$ cat config.mk
export PLATFORM = sky130hd
export DESIGN_NAME = escaped_frame_builder
export DESIGN_NICKNAME = d
export VERILOG_FILES = /design/src/hdl/efb_pkg.sv /design/src/hdl/efb_front.sv /design/src/hdl/efb_fifo.sv /design/src/hdl/efb_back.sv /design/src/hdl/escaped_frame_builder.sv
export SDC_FILE = /design/constraint.sdc
export NUM_CORES = 1
export LEC_CHECK = 0
export BUFFER_PORTS_ARGS = -buffer_cell sky130_fd_sc_hd__buf_2
export CAP_MARGIN = 20
export CORE_UTILIZATION = 60
export DETAILED_ROUTE_END_ITERATION = 8
export GPL_TIMING_DRIVEN = 0
export PLACE_DENSITY = 0.78
export SYNTH_ARGS = -nofsm -noshare
export SYNTH_HDL_FRONTEND = slang
export SYNTH_SLANG_ARGS = --single-unit
$ cat constraint.sdc
create_clock -name clk -period 3.83 [get_ports clk]
set_input_delay 0.1915 -clock clk [delete_from_list [all_inputs] [get_ports clk]]
set_output_delay 0.1915 -clock clk [all_outputs]
set_load 0.02 [all_outputs]
$ cat src/hdl/efb_pkg.sv
// Shared types and constants of the escaped frame builder.
`default_nettype none
package efb_pkg;

	localparam int unsigned QDepth = 4;
	localparam int unsigned QAw    = $clog2(QDepth);

	localparam logic [7:0] RESERVED_A  = 8'h02;
	localparam logic [7:0] RESERVED_B  = 8'h03;
	localparam logic [7:0] START_RESET = 8'h02;
	localparam logic [7:0] STOP_RESET  = 8'h03;
	localparam logic [7:0] ESC_RESET   = 8'h10;
	localparam logic [7:0] LEN_EXTRA   = 8'd3;

	typedef enum logic [1:0] {
		CFG_START  = 2'd0,
		CFG_STOP   = 2'd1,
		CFG_ESCAPE = 2'd2
	} cfg_idx_t;

	typedef enum logic {
		KIND_BEGIN   = 1'b0,
		KIND_PAYLOAD = 1'b1
	} kind_t;

	typedef enum logic [2:0] {
		ST_START = 3'd0,
		ST_ALO   = 3'd1,
		ST_AHI   = 3'd2,
		ST_LEN   = 3'd3,
		ST_OP    = 3'd4,
		ST_DATA  = 3'd5,
		ST_SUM   = 3'd6,
		ST_STOP  = 3'd7
	} step_t;

	typedef struct packed {
		logic [7:0] start_code;
		logic [7:0] stop_code;
		logic [7:0] escape_code;
	} cfg_t;

	typedef struct packed {
		kind_t       kind;
		logic [15:0] addr;
		logic [7:0]  opcode;
		logic [7:0]  len;
		logic [7:0]  data;
		logic        close;
		logic [7:0]  sum;
	} token_t;

endpackage
`default_nettype wire

$ cat src/hdl/efb_front.sv
// Front end: accepts items, tracks the open frame and builds tokens.
`default_nettype none
module efb_front
	import efb_pkg::*;
(
	input  wire logic        clk,
	input  wire logic        arst_n,
	input  wire logic        s_axis_tvalid,
	output logic             s_axis_tready,
	input  wire logic [39:0] s_axis_tdata,
	input  wire logic        s_axis_tuser,
	input  wire logic        q_full,
	output logic             q_push,
	output token_t           q_data
);

	logic       in_frame_q;
	logic [7:0] left_q;
	logic [7:0] sum_q;

	logic        accept;
	logic [15:0] addr;
	logic [7:0]  opcode;
	logic [7:0]  count;
	logic [7:0]  pbyte;
	logic [7:0]  len;
	logic [7:0]  hdr_sum;
	logic [7:0]  pay_sum;
	logic        is_begin;

	assign addr     = s_axis_tdata[15:0];
	assign opcode   = s_axis_tdata[23:16];
	assign count    = s_axis_tdata[31:24];
	assign pbyte    = s_axis_tdata[39:32];
	assign is_begin = (kind_t'(s_axis_tuser) == KIND_BEGIN);
	assign len      = count + LEN_EXTRA;
	assign hdr_sum  = addr[7:0] + addr[15:8] + len + opcode;
	assign pay_sum  = sum_q + pbyte;

	assign s_axis_tready = !q_full;
	assign accept        = s_axis_tvalid && s_axis_tready;
	assign q_push        = accept && (is_begin || in_frame_q);

	always_comb begin
		q_data.kind   = kind_t'(s_axis_tuser);
		q_data.addr   = addr;
		q_data.opcode = opcode;
		q_data.len    = len;
		q_data.data   = pbyte;
		if (is_begin) begin
			q_data.close = (count == 8'd0);
			q_data.sum   = hdr_sum;
		end else begin
			q_data.close = (left_q == 8'd1);
			q_data.sum   = pay_sum;
		end
	end

	always_ff @(posedge clk or negedge arst_n) begin
		if (!arst_n) begin
			in_frame_q <= 1'b0;
			left_q     <= 8'd0;
			sum_q      <= 8'd0;
		end else if (accept) begin
			if (is_begin) begin
				in_frame_q <= (count != 8'd0);
				left_q     <= count;
				sum_q      <= hdr_sum;
			end else if (in_frame_q) begin
				left_q <= left_q - 8'd1;
				if (left_q == 8'd1) begin
					in_frame_q <= 1'b0;
					sum_q      <= 8'd0;
				end else begin
					sum_q <= pay_sum;
				end
			end
		end
	end

endmodule
`default_nettype wire

$ cat src/hdl/efb_fifo.sv
// Short token queue between front and back.
`default_nettype none
module efb_fifo
	import efb_pkg::*;
(
	input  wire logic clk,
	input  wire logic arst_n,
	input  wire logic push,
	input  token_t    push_data,
	output logic      full,
	input  wire logic pop,
	output token_t    pop_data,
	output logic      not_empty
);

	token_t            mem_q [QDepth];
	logic [QAw-1:0]    wr_q;
	logic [QAw-1:0]    rd_q;
	logic [QAw:0]      cnt_q;

	assign full      = (cnt_q == (QAw+1)'(QDepth));
	assign not_empty = (cnt_q != '0);
	assign pop_data  = mem_q[rd_q];

	always_ff @(posedge clk) begin
		if (push) begin
			mem_q[wr_q] <= push_data;
		end
	end

	always_ff @(posedge clk or negedge arst_n) begin
		if (!arst_n) begin
			wr_q  <= '0;
			rd_q  <= '0;
			cnt_q <= '0;
		end else begin
			if (push) begin
				wr_q <= wr_q + QAw'(1);
			end
			if (pop) begin
				rd_q <= rd_q + QAw'(1);
			end
			if (push && !pop) begin
				cnt_q <= cnt_q + (QAw+1)'(1);
			end else if (pop && !push) begin
				cnt_q <= cnt_q - (QAw+1)'(1);
			end
		end
	end

endmodule
`default_nettype wire

$ cat src/hdl/efb_back.sv
// Back end: walks each token byte by byte, inserts escapes, drives the output register.
`default_nettype none
module efb_back
	import efb_pkg::*;
(
	input  wire logic       clk,
	input  wire logic       arst_n,
	input  cfg_t            cfg,
	input  wire logic       q_not_empty,
	input  token_t          q_data,
	output logic            q_pop,
	output logic            m_axis_tvalid,
	input  wire logic       m_axis_tready,
	output logic [7:0]      m_axis_tdata,
	output logic            m_axis_tuser,
	output logic            m_axis_tlast
);

	token_t     cur_q;
	logic       busy_q;
	step_t      step_q;
	logic       esc_q;
	logic       out_valid_q;
	logic [7:0] out_byte_q;
	logic       out_end_q;
	logic       out_last_q;

	step_t      step_d;
	logic       esc_d;
	logic       emit;
	logic       fin;
	logic       send_esc;
	logic       raw;
	logic [7:0] cur_byte;
	logic [7:0] emit_byte;

	assign m_axis_tvalid = out_valid_q;
	assign m_axis_tdata  = out_byte_q;
	assign m_axis_tuser  = out_end_q;
	assign m_axis_tlast  = out_last_q;

	assign emit  = busy_q && (!out_valid_q || m_axis_tready);
	assign q_pop = q_not_empty && (!busy_q || (emit && fin));

	always_comb begin
		case (step_q)
			ST_START: cur_byte = cfg.start_code;
			ST_ALO:   cur_byte = cur_q.addr[7:0];
			ST_AHI:   cur_byte = cur_q.addr[15:8];
			ST_LEN:   cur_byte = cur_q.len;
			ST_OP:    cur_byte = cur_q.opcode;
			ST_DATA:  cur_byte = cur_q.data;
			ST_SUM:   cur_byte = cur_q.sum;
			ST_STOP:  cur_byte = cfg.stop_code;
			default:  cur_byte = cur_q.data;
		endcase
		raw       = (step_q == ST_START) || (step_q == ST_STOP);
		send_esc  = !raw && !esc_q && ((cur_byte == cfg.escape_code) ||
			(cur_byte == RESERVED_A) || (cur_byte == RESERVED_B));
		emit_byte = send_esc ? cfg.escape_code : cur_byte;
		step_d    = step_q;
		esc_d     = esc_q;
		fin       = 1'b0;
		if (send_esc) begin
			esc_d = 1'b1;
		end else begin
			esc_d = 1'b0;
			case (step_q)
				ST_START: step_d = ST_ALO;
				ST_ALO:   step_d = ST_AHI;
				ST_AHI:   step_d = ST_LEN;
				ST_LEN:   step_d = ST_OP;
				ST_OP: begin
					step_d = ST_SUM;
					fin    = !cur_q.close;
				end
				ST_DATA: begin
					step_d = ST_SUM;
					fin    = !cur_q.close;
				end
				ST_SUM:   step_d = ST_STOP;
				ST_STOP:  fin = 1'b1;
				default:  fin = 1'b1;
			endcase
		end
	end

	always_ff @(posedge clk) begin
		if (q_pop) begin
			cur_q <= q_data;
		end
		if (emit) begin
			out_byte_q <= emit_byte;
			out_end_q  <= !send_esc && (step_q == ST_STOP);
			out_last_q <= fin;
		end
	end

	always_ff @(posedge clk or negedge arst_n) begin
		if (!arst_n) begin
			busy_q      <= 1'b0;
			step_q      <= ST_START;
			esc_q       <= 1'b0;
			out_valid_q <= 1'b0;
		end else begin
			if (emit) begin
				out_valid_q <= 1'b1;
			end else if (m_axis_tready) begin
				out_valid_q <= 1'b0;
			end
			if (q_pop) begin
				busy_q <= 1'b1;
				esc_q  <= 1'b0;
				step_q <= (q_data.kind == KIND_BEGIN) ? ST_START : ST_DATA;
			end else if (emit) begin
				busy_q <= !fin;
				esc_q  <= esc_d;
				step_q <= step_d;
			end
		end
	end

endmodule
`default_nettype wire

$ cat src/hdl/escaped_frame_builder.sv
// Top level of the escaped frame builder.
//
// Input words arrive on s_axis: tuser selects a begin word (0) carrying address,
// opcode and payload count, or a payload word (1) carrying one data byte.
// Payload words outside an open frame are taken and dropped.
// Output words leave on m_axis one byte at a time: tuser marks the stop code,
// tlast marks the last byte produced by one input word.
// The cfg channel writes start, stop and escape codes; it is always ready.
// Write it only while the block is idle.
// The front tracks frame state and checksum and pushes one token per kept word
// into a four-entry queue; the back walks the token and emits one byte a cycle
// while the receiver accepts. A payload word produces 1 to 5 bytes, a begin
// word 5 to 12, all through the back's single byte lane.
// A first byte passes the queue, the token register and the output register.
// Reset empties the queue and output register and restores the default codes.
// When the receiver stalls, the output word holds, the queue fills, and
// s_axis_tready falls once four tokens wait.
`default_nettype none
module escaped_frame_builder
	import efb_pkg::*;
(
	input  wire logic        clk,
	input  wire logic        arst_n,
	input  wire logic        s_axis_tvalid,
	output logic             s_axis_tready,
	input  wire logic [39:0] s_axis_tdata,  // frame_address, opcode, payload_count, payload_byte
	input  wire logic        s_axis_tuser,  // command
	output logic             m_axis_tvalid,
	input  wire logic        m_axis_tready,
	output logic [7:0]       m_axis_tdata,  // out_byte
	output logic             m_axis_tuser,  // frame_end
	output logic             m_axis_tlast,
	input  wire logic        cfg_valid,
	output logic             cfg_ready,
	input  wire logic [1:0]  cfg_index,
	input  wire logic [7:0]  cfg_data
);

	cfg_t   cfg_q;
	token_t push_data;
	token_t pop_data;
	logic   push;
	logic   pop;
	logic   full;
	logic   not_empty;

	assign cfg_ready = 1'b1;

	always_ff @(posedge clk or negedge arst_n) begin
		if (!arst_n) begin
			cfg_q.start_code  <= START_RESET;
			cfg_q.stop_code   <= STOP_RESET;
			cfg_q.escape_code <= ESC_RESET;
		end else if (cfg_valid && cfg_ready) begin
			case (cfg_idx_t'(cfg_index))
				CFG_START:  cfg_q.start_code  <= cfg_data;
				CFG_STOP:   cfg_q.stop_code   <= cfg_data;
				CFG_ESCAPE: cfg_q.escape_code <= cfg_data;
				default:    cfg_q <= cfg_q;
			endcase
		end
	end

	efb_front u_front (
		.clk           (clk),
		.arst_n        (arst_n),
		.s_axis_tvalid (s_axis_tvalid),
		.s_axis_tready (s_axis_tready),
		.s_axis_tdata  (s_axis_tdata),
		.s_axis_tuser  (s_axis_tuser),
		.q_full        (full),
		.q_push        (push),
		.q_data        (push_data)
	);

	efb_fifo u_fifo (
		.clk       (clk),
		.arst_n    (arst_n),
		.push      (push),
		.push_data (push_data),
		.full      (full),
		.pop       (pop),
		.pop_data  (pop_data),
		.not_empty (not_empty)
	);

	efb_back u_back (
		.clk           (clk),
		.arst_n        (arst_n),
		.cfg           (cfg_q),
		.q_not_empty   (not_empty),
		.q_data        (pop_data),
		.q_pop         (pop),
		.m_axis_tvalid (m_axis_tvalid),
		.m_axis_tready (m_axis_tready),
		.m_axis_tdata  (m_axis_tdata),
		.m_axis_tuser  (m_axis_tuser),
		.m_axis_tlast  (m_axis_tlast)
	);

endmodule
`default_nettype wire

==> flow_summary.json, run 1 <==
{
  "status": "finished, violations left",
  "violations": "DRC",
  "path_depth": 15,
  "drive_gt1_share_pct": 24.6,
  "final.setup.worst_slack_ns": 0.189,
  "ys.flop_type": "edfxtp_1",
  "worstPathArrival_ns": 3.96,
  "dieWidth_um": 152,
  "cp_cell_sequence": "dlygate4sd3_1 -> buf_2 -> inv_1 -> ha_1 -> nor2_1 -> and3_1 -> xor2_2 -> inv_1 -> fa_1 -> xor2_1 -> xnor2_1 -> xnor2_1 -> xnor2_1 -> xnor2_1 -> mux2i_1",
  "nNetsFinal": 1046,
  "mappedNetlistArea_um2": 13500,
  "r2r_setup_slack_ns": 0.23,
  "grt_max_degree": 52,
  "drt_iter0_drc": 667,
  "firstDrtPassIters": 7,
  "drtAntennaViolNets": 0,
  "io_pins": 69,
  "fmax_mhz": 275,
  "grt_pass1_vias": 8116,
  "vias": 7777,
  "crit_buf_inv": 4,
  "clk_path_buf_depth": 3,
  "min_path_type": "in -> reg",
  "worstMarginPinSlew_ns": 1.01,
  "cp_common_cell": "xnor2_1",
  "hpwl_um": 19700,
  "post-route-min-period_ns": 3.64,
  "skew_ns": 0.0135,
  "area.growth.synth_to_final_pct": 17.8,
  "yosys.cell_count.top_type": "edfxtp_1",
  "cts_tree": "built",
  "cp-start-kind": "primary input",
  "rr_worst_depth": 15,
  "hold_viol": 0,
  "setup.worst_path.class": "in -> reg",
  "relSlewSlack_pct": 32.4,
  "cts_setup_buffers": 0,
  "p_per_area_nw_per_um2": 815,
  "final.period_utilization_pct": 95.1,
  "synth_top_cell_by_area": "edfxtp_1",
  "fillers": 1312,
  "holdWs_ns": 0.0440,
  "wl_per_cell_um": 24.2,
  "vias_per_cell": 6.20,
  "initial_core_util_pct": 61.4,
  "yosys.area.top_type_share_pct": 57.7,
  "wl_um": 30400,
  "routabilityCongestion": 0.905,
  "die_h_um": 152,
  "drc": 7,
  "maxCapViolCount": 0,
  "hold_depth": 3,
  "slew_violations": 0,
  "post-place-ws_ns": -0.0429,
  "yosysWarnings": 0,
  "cts_buffers": 31,
  "htree_levels": 1,
  "synth.avg_cell_area_um2": 17.0,
  "track_usage_pct": 27.3,
  "port_buffers": 67,
  "clkSlewWorstSetupHoldPaths_ns": 0.06,
  "core_area_um2": 22000,
  "cp.required_ns": 4.15,
  "synthDistinctLibCells": 70,
  "multiInputGateArea_um2": 4070,
  "crit_slowest_cell": "dlygate4sd3_1",
  "cp-end-kind": "register",
  "die_area_um2": 23100,
  "synthTopCellsByCount": "edfxtp_1, mux4_2, dfrtp_1, inv_1",
  "rows": 54,
  "synth-async-reset-ratio_pct": 17.3,
  "seq_area_um2": 9130,
  "antenna_found_initial": 0,
  "ir_drop_mv": 0.682,
  "grt_pass1_wl_um": 46800,
  "synth_enable_flop_cells": 259,
  "antenna_cells": 0,
  "clk_latency_ns": 0.57,
  "synth_area_leaders": "edfxtp_1, dfrtp_1, mux4_2",
  "synth.net_count": 886,
  "critPathMaxStageDelay_ns": 0.52,
  "grt-ovfl-total": 0,
  "critPathMaxFanout": 5,
  "cp_top_family": "XOR/XNOR gates",
  "netlist_instances": 792,
  "p_leak_nw": 5.77,
  "finalSetupViolations": 0,
  "clock-sinks": 313,
  "cts-root-buf": "clkbuf_16",
  "yosysSeqAreaShare_pct": 67.8,
  "ys_seq_elements": 313
}
report_power, final:
part | leakage (nW) | total [W] | switching [W] | internal [W]
Sequential | 3.01 | 0.00546 | 0.000432 | 0.00503
Combinational | 2.26 | 0.00439 | 0.00256 | 0.00183
Clock | 0.502 | 0.00309 | 0.00126 | 0.00183
cells in the final DEF, fill, tap and decap left out, types with 4 or more instances in the layout:
cell type      instances
edfxtp_1             259
buf_2                 73
dlygate4sd3_1         52
mux4_2                51
dfrtp_1               50
inv_1                 37
clkbuf_16             31
a21oi_1               29
mux2_2                29
nor2_1                27
xnor2_1               22
o21ai_0               22
ha_1                  22
clkbuf_1              21
nand2_1               18
nand3_1               17
fa_1                  16
mux2i_1               13
o22ai_1               11
a21o_1                10
nand2b_1               9
xor2_1                 8
mux2_1                 6
buf_12                 6
nor2b_1                5
o21ai_1                5
nor3_1                 5
buf_1                  5
clkinv_1               5
bufinv_16              5
or3_1                  4
buf_4                  4
nor3b_1                4
a211oi_1               4
o211ai_1               4
and2_2                 4
dfstp_2                4
worst paths after layout:
path | to | start
max in group asynchronous | cfg_q[8]$_DFFE_PN1P_ | arst_n
hold reg to reg | u_fifo.cnt_q[2]$_DFFE_PN0P_ | u_fifo.cnt_q[2]$_DFFE_PN0P_
min in group asynchronous | u_back.busy_q$_DFFE_PN0P_ | arst_n
setup / recovery | u_fifo.mem_q[0][7]$_DFFE_PP_ | s_axis_tdata[25]
hold / removal | cfg_q[23]$_DFFE_PN0P_ | cfg_index[1]
setup reg to reg | u_fifo.cnt_q[2]$_DFFE_PN0P_ | u_back.step_q[2]$_DFFE_PN0P_
flip-flops by register name (all words and copies together), names as in the netlist, 2 cells and up:
name	flops
u_front.sum_q	8
u_fifo.cnt_q	3
u_back.cur_q	49
u_front.left_q	8
u_fifo.rd_q	2
u_fifo.mem_q	200
u_fifo.wr_q	2
cfg_q	24
u_back.step_q	3
u_back.m_axis_tdata	8
cells by family after synthesis:
family	count (synthesis)	share of synthesized area (%)
simple gates	115	4.85
fa+ha+maj	38	4.42
buf+inv	70	2.22
other cells	1	0.0278
compound gates	125	6.31
mux	99	12.4
xor+xnor	31	2.01
flops	313	67.8
area by class of cell:
class	count	share of cell area, %
Sequential cell	313	57.5
Multi-Input combinational cell	409	25.6
Timing Repair Buffer	127	6.25
Clock buffer	39	5.07
Tap cell	280	2.21
Clock inverter	16	1.43
Inverter	41	0.969
Buffer	29	0.914
worst register-to-register path, delay by kind of cell, from the launching register on:
| family | cells | cell delay (ns) |
|---|---|---|
| flip-flops | 1 | 0.37 |
| adder cells (fa/ha/maj) | 2 | 0.59 |
| XOR/XNOR | 2 | 0.30 |
| AND/OR/NAND/NOR | 3 | 0.67 |
| buffers and inverters | 4 | 0.60 |
| AO/OA/AOI/OAI | 4 | 1.03 |
what timing repair did:
item,4_1_cts,5_1_grt
gates resized for setup,0,4
hold endpoints to repair,186,0
hold buffers,52,0
endpoints found under the setup margin,0,6
layer usage:
layer | wire (um) | global-route usage (%) | up-vias | share of wire (%)
li1 | - | - | 3414 | -
met1 | 11900 | 37.3 | 3902 | 39
met3 | 2410 | 5.68 | 86 | 7.9
met5 | 0 | 0 | - | 0
met4 | 1180 | 10.2 | 0 | 3.9
met2 | 14900 | 43.8 | 375 | 49
stage by stage:
stage	setup TNS, ns	power, W	utilization, %	instances	instance area [um^2]
finish	0	0.0129	72.3	1254	15900
floorplan	0	0.00838	-	792	13500
global route	-0.0570	0.0135	72.3	1254	15900
detailed placement	-0.171	0.00976	65.0	1145	14300
CTS	0	0.0129	72.1	1252	15800
global placement	-50.47	0.00962	64.5	1139	14200
Note: power is estimated with default switching activity, not from simulation.
==> run 2, diff against run 1 <==
--- a/config.mk
+++ b/config.mk
@@ -7,10 +7,10 @@
 export LEC_CHECK = 0
 export BUFFER_PORTS_ARGS = -buffer_cell sky130_fd_sc_hd__buf_2
 export CAP_MARGIN = 20
-export CORE_UTILIZATION = 60
+export CORE_UTILIZATION = 55
 export DETAILED_ROUTE_END_ITERATION = 8
 export GPL_TIMING_DRIVEN = 0
-export PLACE_DENSITY = 0.78
+export PLACE_DENSITY = 0.76
 export SYNTH_ARGS = -nofsm -noshare
 export SYNTH_HDL_FRONTEND = slang
 export SYNTH_SLANG_ARGS = --single-unit
==> constraint.sdc (replaced) <==
create_clock -name clk -period 3.1 [get_ports clk]
set_input_delay 0.155 -clock clk [delete_from_list [all_inputs] [get_ports clk]]
set_output_delay 0.155 -clock clk [all_outputs]
set_load 0.02 [all_outputs]
==> flow_summary.json, run 2 (synthesis gave the netlist of run 1 again) <==
{
  "critPathMaxFanout": 6,
  "port_buffers": 67,
  "layout_common_cells": "edfxtp_1, buf_2, dlygate4sd3_1",
  "p_leak_nw": 5.83,
  "antenna_found_initial": 1,
  "setup.worst_path.class": "reg -> reg",
  "rr_endpoint": "u_fifo.cnt_q[1]$_DFFE_PN0P_",
  "core_area_um2": 23800,
  "crit_start": "u_back.step_q[0]$_DFFE_PN0P_",
  "status": "finished, violations left",
  "worstMarginPinSlew_ns": 1.01,
  "ir_drop_mv": 0.546,
  "wl_um": 29600,
  "final_area_um2": 16200,
  "rows": 56,
  "regMostFlops": "u_fifo.mem_q",
  "final.setup.worst_slack_ns": -0.227,
  "sequentialPowerShare_pct": 41.6,
  "cp-end-kind": "register",
  "post_dp_cell_area_um2": 14300,
  "skew_ns": 0.0173,
  "cp.required_ns": 3.54,
  "htree_levels": 1,
  "area.growth.synth_to_final_pct": 20.0,
  "grt_max_degree": 52,
  "internal-power_w": 0.0108,
  "die_area_um2": 25100,
  "drive_gt1_share_pct": 27.9,
  "clk_path_buf_depth": 3,
  "reg_top3": "u_fifo.mem_q x200, u_back.cur_q x49, cfg_q x24",
  "finalSetupViolations": 5,
  "final.period_utilization_pct": 107,
  "largest_reg_flops": 200,
  "final_common_cell": "edfxtp_1",
  "nNetsFinal": 1059,
  "r2r-start": "u_back.step_q[0]$_DFFE_PN0P_",
  "drc": 0,
  "cts_buffers": 31,
  "pwr-share-comb_pct": 37.9,
  "hold_viol": 0,
  "wl_per_cell_um": 22.6,
  "clkSlewWorstSetupHoldPaths_ns": 0.06,
  "antenna_cells": 0,
  "initial_core_util_pct": 56.8,
  "finish.utilization_pct": 68.1,
  "clock-sinks": 313,
  "cts-root-buf": "clkbuf_16",
  "cts_tree": "built",
  "fmax_mhz": 301,
  "worstPathArrival_ns": 3.76,
  "io_pins": 69,
  "drtAntennaViolNets": 0,
  "drt_iter0_drc": 612,
  "routabilityCongestion": 0.926,
  "post-route-min-period_ns": 3.33,
  "die_h_um": 159,
  "vias_per_cell": 5.93,
  "violations": "setup timing",
  "power.share.clock_pct": 20.5,
  "vias": 7750,
  "clk_latency_ns": 0.56,
  "relSlewSlack_pct": 32.5,
  "dieWidth_um": 159,
  "p_per_area_nw_per_um2": 1010,
  "maxCapViolCount": 0,
  "r2r_setup_slack_ns": -0.23,
  "grt-ovfl-total": 0,
  "grt_pass1_vias": 7682,
  "firstDrtPassIters": 8,
  "switching_share_pct": 33.7,
  "grt_pass1_wl_um": 44500,
  "track_usage_pct": 24.4,
  "p_sw_w": 0.00548,
  "rr_worst_depth": 13,
  "rsz0062_at_grt": "true",
  "crit_end": "u_fifo.cnt_q[1]$_DFFE_PN0P_",
  "post-place-ws_ns": -0.770,
  "hpwl_um": 18600,
  "min_path_type": "in -> reg",
  "slew_violations": 0,
  "total_power_w": 0.0163,
  "cp-start-kind": "register"
}
[run 2: changes by cell type in the layout (fill, tap and decap cells not counted), moves of 3 or more]
cell / delta
mux2i_2: +3
buf_4: +13
buf_2: -5
clkinvlp_4: +4
clkinv_4: -3
mux2i_1: -6
buf_6: +3
xnor2_2: +3
bufinv_16: -5
mux2i_4: +3
xnor2_1: -3
[run 2: power by group through the flow]
stage / sequential [W] / clock, W / combinational [W]
5_1_grt: 0.00684 / 0.00356 / 0.00659
2_1_floorplan: 0.00666 / 0 / 0.00371
6_report: 0.00676 / 0.00334 / 0.00616
3_5_place_dp: 0.00680 / 0 / 0.00522
4_1_cts: 0.00673 / 0.00338 / 0.00578
3_3_place_gp: 0.00679 / 0 / 0.00512
[run 2: worst min-delay path by stage]
| stage | startpoint | endpoint | slack, ns | cells past startpoint |
|---|---|---|---|---|
| 3_5_place_dp | arst_n | u_back.m_axis_tvalid$_DFFE_PN0P_ | 0.20 | 1 |
| 4_1_cts | cfg_index[0] | cfg_q[20]$_DFFE_PN0P_ | 0.007 | 3 |
| 2_1_floorplan | arst_n | cfg_q[0]$_DFFE_PN0P_ | -0.14 | 0 |
| 3_3_place_gp | s_axis_tvalid | u_front.in_frame_q$_DFFE_PN0P_ | 0.38 | 2 |
| 6_report | cfg_index[0] | cfg_q[20]$_DFFE_PN0P_ | 0.04 | 3 |
| 5_1_grt | cfg_index[1] | cfg_q[20]$_DFFE_PN0P_ | 0.03 | 3 |
[run 2: metrics by stage]
step                      hold WS (ns)  TNS, ns  cells
after floorplan                 -0.141        0    792
after global placement           0.384  -236.93   1178
after detailed placement         0.197   -34.73   1182
after CTS                      0.00744   -0.282   1302
after global routing            0.0343    -2.37   1306
final                           0.0394   -0.548   1306
[run 2: critical path, stage by stage (launching register included)]
cell and delay (ns):
dfrtp_2 0.49, buf_12 0.18, mux2i_2 0.18, a221oi_4 0.33, o22ai_4 0.13, buf_4 0.15, o221ai_1 0.16, and4bb_4 0.24
a211oi_4 0.32, nor2_4 0.10, ha_4 0.18, inv_2 0.06, fa_2 0.42, mux2_2 0.26
[run 2: layer usage]
layer / vias up / share of wire (%) / GRT usage, %
met3: 47 / 5.6 / 3.57
li1: 3442 / - / -
met4: 2 / 2.6 / 7.37
met1: 3953 / 42 / 34.0
met5: - / 0.044 / 0
met2: 306 / 50 / 40.1
[run 2: layout make-up]
cell class                      instances  area (um^2)
Clock inverter                         14         76.3
Inverter                               41          170
Tap cell                              319          399
Buffer                                 29          198
Sequential cell                       313         9140
Multi-Input combinational cell        409         4290
Clock buffer                           41          813
Timing Repair Buffer                  140         1100
Fill cell                            1512         7570
[run 2: what timing repair did]
| item | 4_1_cts | 5_1_grt |
|---|---|---|
| endpoints found under the setup margin | 59 | 61 |
| endpoints found under the hold margin | 189 | 0 |
| pin swaps | 11 | 13 |
| setup buffers | 12 | 3 |
| hold buffers | 52 | 0 |
| gates cloned | 1 | 1 |
| resized for setup | 37 | 25 |
==> run 3, diff against run 2 <==
--- a/config.mk
+++ b/config.mk
@@ -7,10 +7,10 @@
 export LEC_CHECK = 0
 export BUFFER_PORTS_ARGS = -buffer_cell sky130_fd_sc_hd__buf_2
 export CAP_MARGIN = 20
-export CORE_UTILIZATION = 55
+export CORE_UTILIZATION = 60
 export DETAILED_ROUTE_END_ITERATION = 8
 export GPL_TIMING_DRIVEN = 0
-export PLACE_DENSITY = 0.76
+export PLACE_DENSITY = 0.78
 export SYNTH_ARGS = -nofsm -noshare
 export SYNTH_HDL_FRONTEND = slang
 export SYNTH_SLANG_ARGS = --single-unit
==> constraint.sdc (replaced) <==
create_clock -name clk -period 4.2 [get_ports clk]
set_input_delay 0.21 -clock clk [delete_from_list [all_inputs] [get_ports clk]]
set_output_delay 0.21 -clock clk [all_outputs]
set_load 0.02 [all_outputs]
==> flow_summary.json, run 3 (synthesis gave the netlist of run 1 again) <==
{
  "status": "finished, violations left",
  "violations": "DRC",
  "grt_pass1_wl_um": 46800,
  "setup_tns_ns": 0,
  "cts-root-buf": "clkbuf_16",
  "setup.worst_path.class": "in -> reg",
  "r2r-start": "u_back.step_q[2]$_DFFE_PN0P_",
  "largest_reg_flops": 200,
  "die_h_um": 152,
  "hold_viol": 0,
  "cp-end-kind": "register",
  "drt_iter0_drc": 720,
  "finish.utilization_pct": 72.2,
  "grt-ovfl-total": 0,
  "cts_buffers": 31,
  "p_leak_nw": 5.76,
  "cts_tree": "built",
  "io_pins": 69,
  "min_to": "cfg_q[23]$_DFFE_PN0P_",
  "min_from": "cfg_index[1]",
  "grt_pass1_vias": 8096,
  "worstPathArrival_ns": 4.21,
  "skew_ns": 0.0150,
  "track_usage_pct": 27.2,
  "layout_common_cells": "edfxtp_1, buf_2, mux4_2, dlygate4sd3_1, dfrtp_1",
  "min_path_type": "in -> reg",
  "regMostFlops": "u_fifo.mem_q",
  "antenna_cells": 0,
  "port_buffers": 67,
  "rr_worst_depth": 15,
  "rsz0062_at_grt": "false",
  "clk_latency_ns": 0.57,
  "reg_top3": "u_fifo.mem_q x200, u_back.cur_q x49, cfg_q x24",
  "drc": 7,
  "die_area_um2": 23100,
  "critPathMaxFanout": 6,
  "finalSetupViolations": 0,
  "dieWidth_um": 152,
  "wl_um": 30300,
  "slew_violations": 0,
  "wl_per_cell_um": 24.2,
  "ir_drop_mv": 0.617,
  "htree_levels": 1,
  "maxCapViolCount": 0,
  "area.growth.synth_to_final_pct": 17.6,
  "post-route-min-period_ns": 3.94,
  "post_dp_cell_area_um2": 14300,
  "final_area_um2": 15900,
  "drive_gt1_share_pct": 24.4,
  "final.period_utilization_pct": 93.9,
  "crit_start": "s_axis_tdata[24]",
  "fmax_mhz": 254,
  "ctsHoldBuffers": 51,
  "firstDrtPassIters": 7,
  "routabilityCongestion": 0.905,
  "worstMarginPinSlew_ns": 0.994,
  "hold_depth": 3,
  "cts_setup_buffers": 0,
  "hpwl_um": 19700,
  "clock-sinks": 313,
  "final_common_cell": "edfxtp_1",
  "grt_max_degree": 52,
  "r2r_setup_slack_ns": 0.54,
  "drtAntennaViolNets": 0,
  "antenna_found_initial": 0,
  "core_area_um2": 22000,
  "nNetsFinal": 1045,
  "vias": 7776,
  "cp.required_ns": 4.47,
  "vias_per_cell": 6.21,
  "rr_endpoint": "u_fifo.cnt_q[2]$_DFFE_PN0P_",
  "post_cts_resized": 0,
  "initial_core_util_pct": 61.4,
  "p_per_area_nw_per_um2": 743,
  "relSlewSlack_pct": 33.7,
  "clk_path_buf_depth": 3,
  "holdWs_ns": 0.0648,
  "cp-start-kind": "primary input",
  "rows": 54,
  "clkSlewWorstSetupHoldPaths_ns": 0.06
}
==> run 3: changes by cell type in the layout (fill, tap and decap cells not counted), moves of 3 or more <==
| cell | previous run | this run |
|---|---|---|
| buf_2 | 68 | 73 |
| buf_4 | 17 | 4 |
| buf_6 | 6 | 3 |
| bufinv_16 | 0 | 5 |
| clkinv_4 | 0 | 3 |
| clkinvlp_4 | 4 | 0 |
| mux2i_1 | 7 | 13 |
| mux2i_2 | 3 | 0 |
| mux2i_4 | 3 | 0 |
| xnor2_1 | 19 | 22 |
| xnor2_2 | 3 | 0 |
==> run 3: worst max-delay path by stage <==
stage | cells after the start | slack [ns] | to
floorplan | 14 | 1.02 | u_fifo.cnt_q[2]$_DFFE_PN0P_
global placement | 6 | 0.09 | u_fifo.mem_q[0][48]$_DFFE_PP_
detailed placement | 14 | 0.31 | u_fifo.mem_q[3][7]$_DFFE_PP_
CTS | 15 | 0.32 | u_fifo.mem_q[1][7]$_DFFE_PP_
global route | 15 | 0.11 | u_fifo.mem_q[1][7]$_DFFE_PP_
finish | 15 | 0.26 | u_fifo.mem_q[1][7]$_DFFE_PP_
==> run 3: stage by stage <==
| step | power [W] | instances | setup WS (ns) |
|---|---|---|---|
| 6_report | 0.0118 | 1253 | 0.256 |
| 5_1_grt | 0.0123 | 1253 | 0.109 |
| 3_3_place_gp | 0.00877 | 1139 | 0.0903 |
| 2_1_floorplan | 0.00764 | 792 | 1.02 |
| 4_1_cts | 0.0118 | 1251 | 0.320 |
| 3_5_place_dp | 0.00890 | 1145 | 0.309 |
==> run 3: area by class of cell <==
class | instances | area, um^2
buffer | 29 | 145
clock buffer | 39 | 806
clock inverter | 16 | 226
fill | 1315 | 6110
inverter | 41 | 154
multi-input combinational | 409 | 4050
sequential | 313 | 9130
tap | 280 | 350
timing repair buffer | 126 | 982
==> run 3: critical path: stages <==
cell and delay (ns):
dlygate4sd3_1 0.52, buf_2 0.16, inv_1 0.14, ha_1 0.27
nor2_1 0.18, and3_1 0.20, xor2_1 0.45, inv_1 0.16
fa_1 0.45, xor2_1 0.24, xnor2_1 0.13, xnor2_1 0.41
xnor2_1 0.14, xnor2_1 0.30, mux2i_1 0.24
==> run 3: where the power goes <==
part           total, W  internal, W  switching, W  leakage (nW)
logic           0.00399      0.00166       0.00233          2.25
registers       0.00498      0.00458      0.000396          3.01
clock network   0.00282      0.00167       0.00115         0.502
total            0.0118      0.00791       0.00388          5.76
==> run 3: per-layer routing <==
layer  GRT usage (%)  vias to the layer above  part of all wire [%]
met1            37.3                     3948                    41
li1                -                     3405                     -
met2            43.9                      344                    49
met4            9.82                        0                   3.6
met3            5.70                       79                   7.1
met5               0                        -                     0
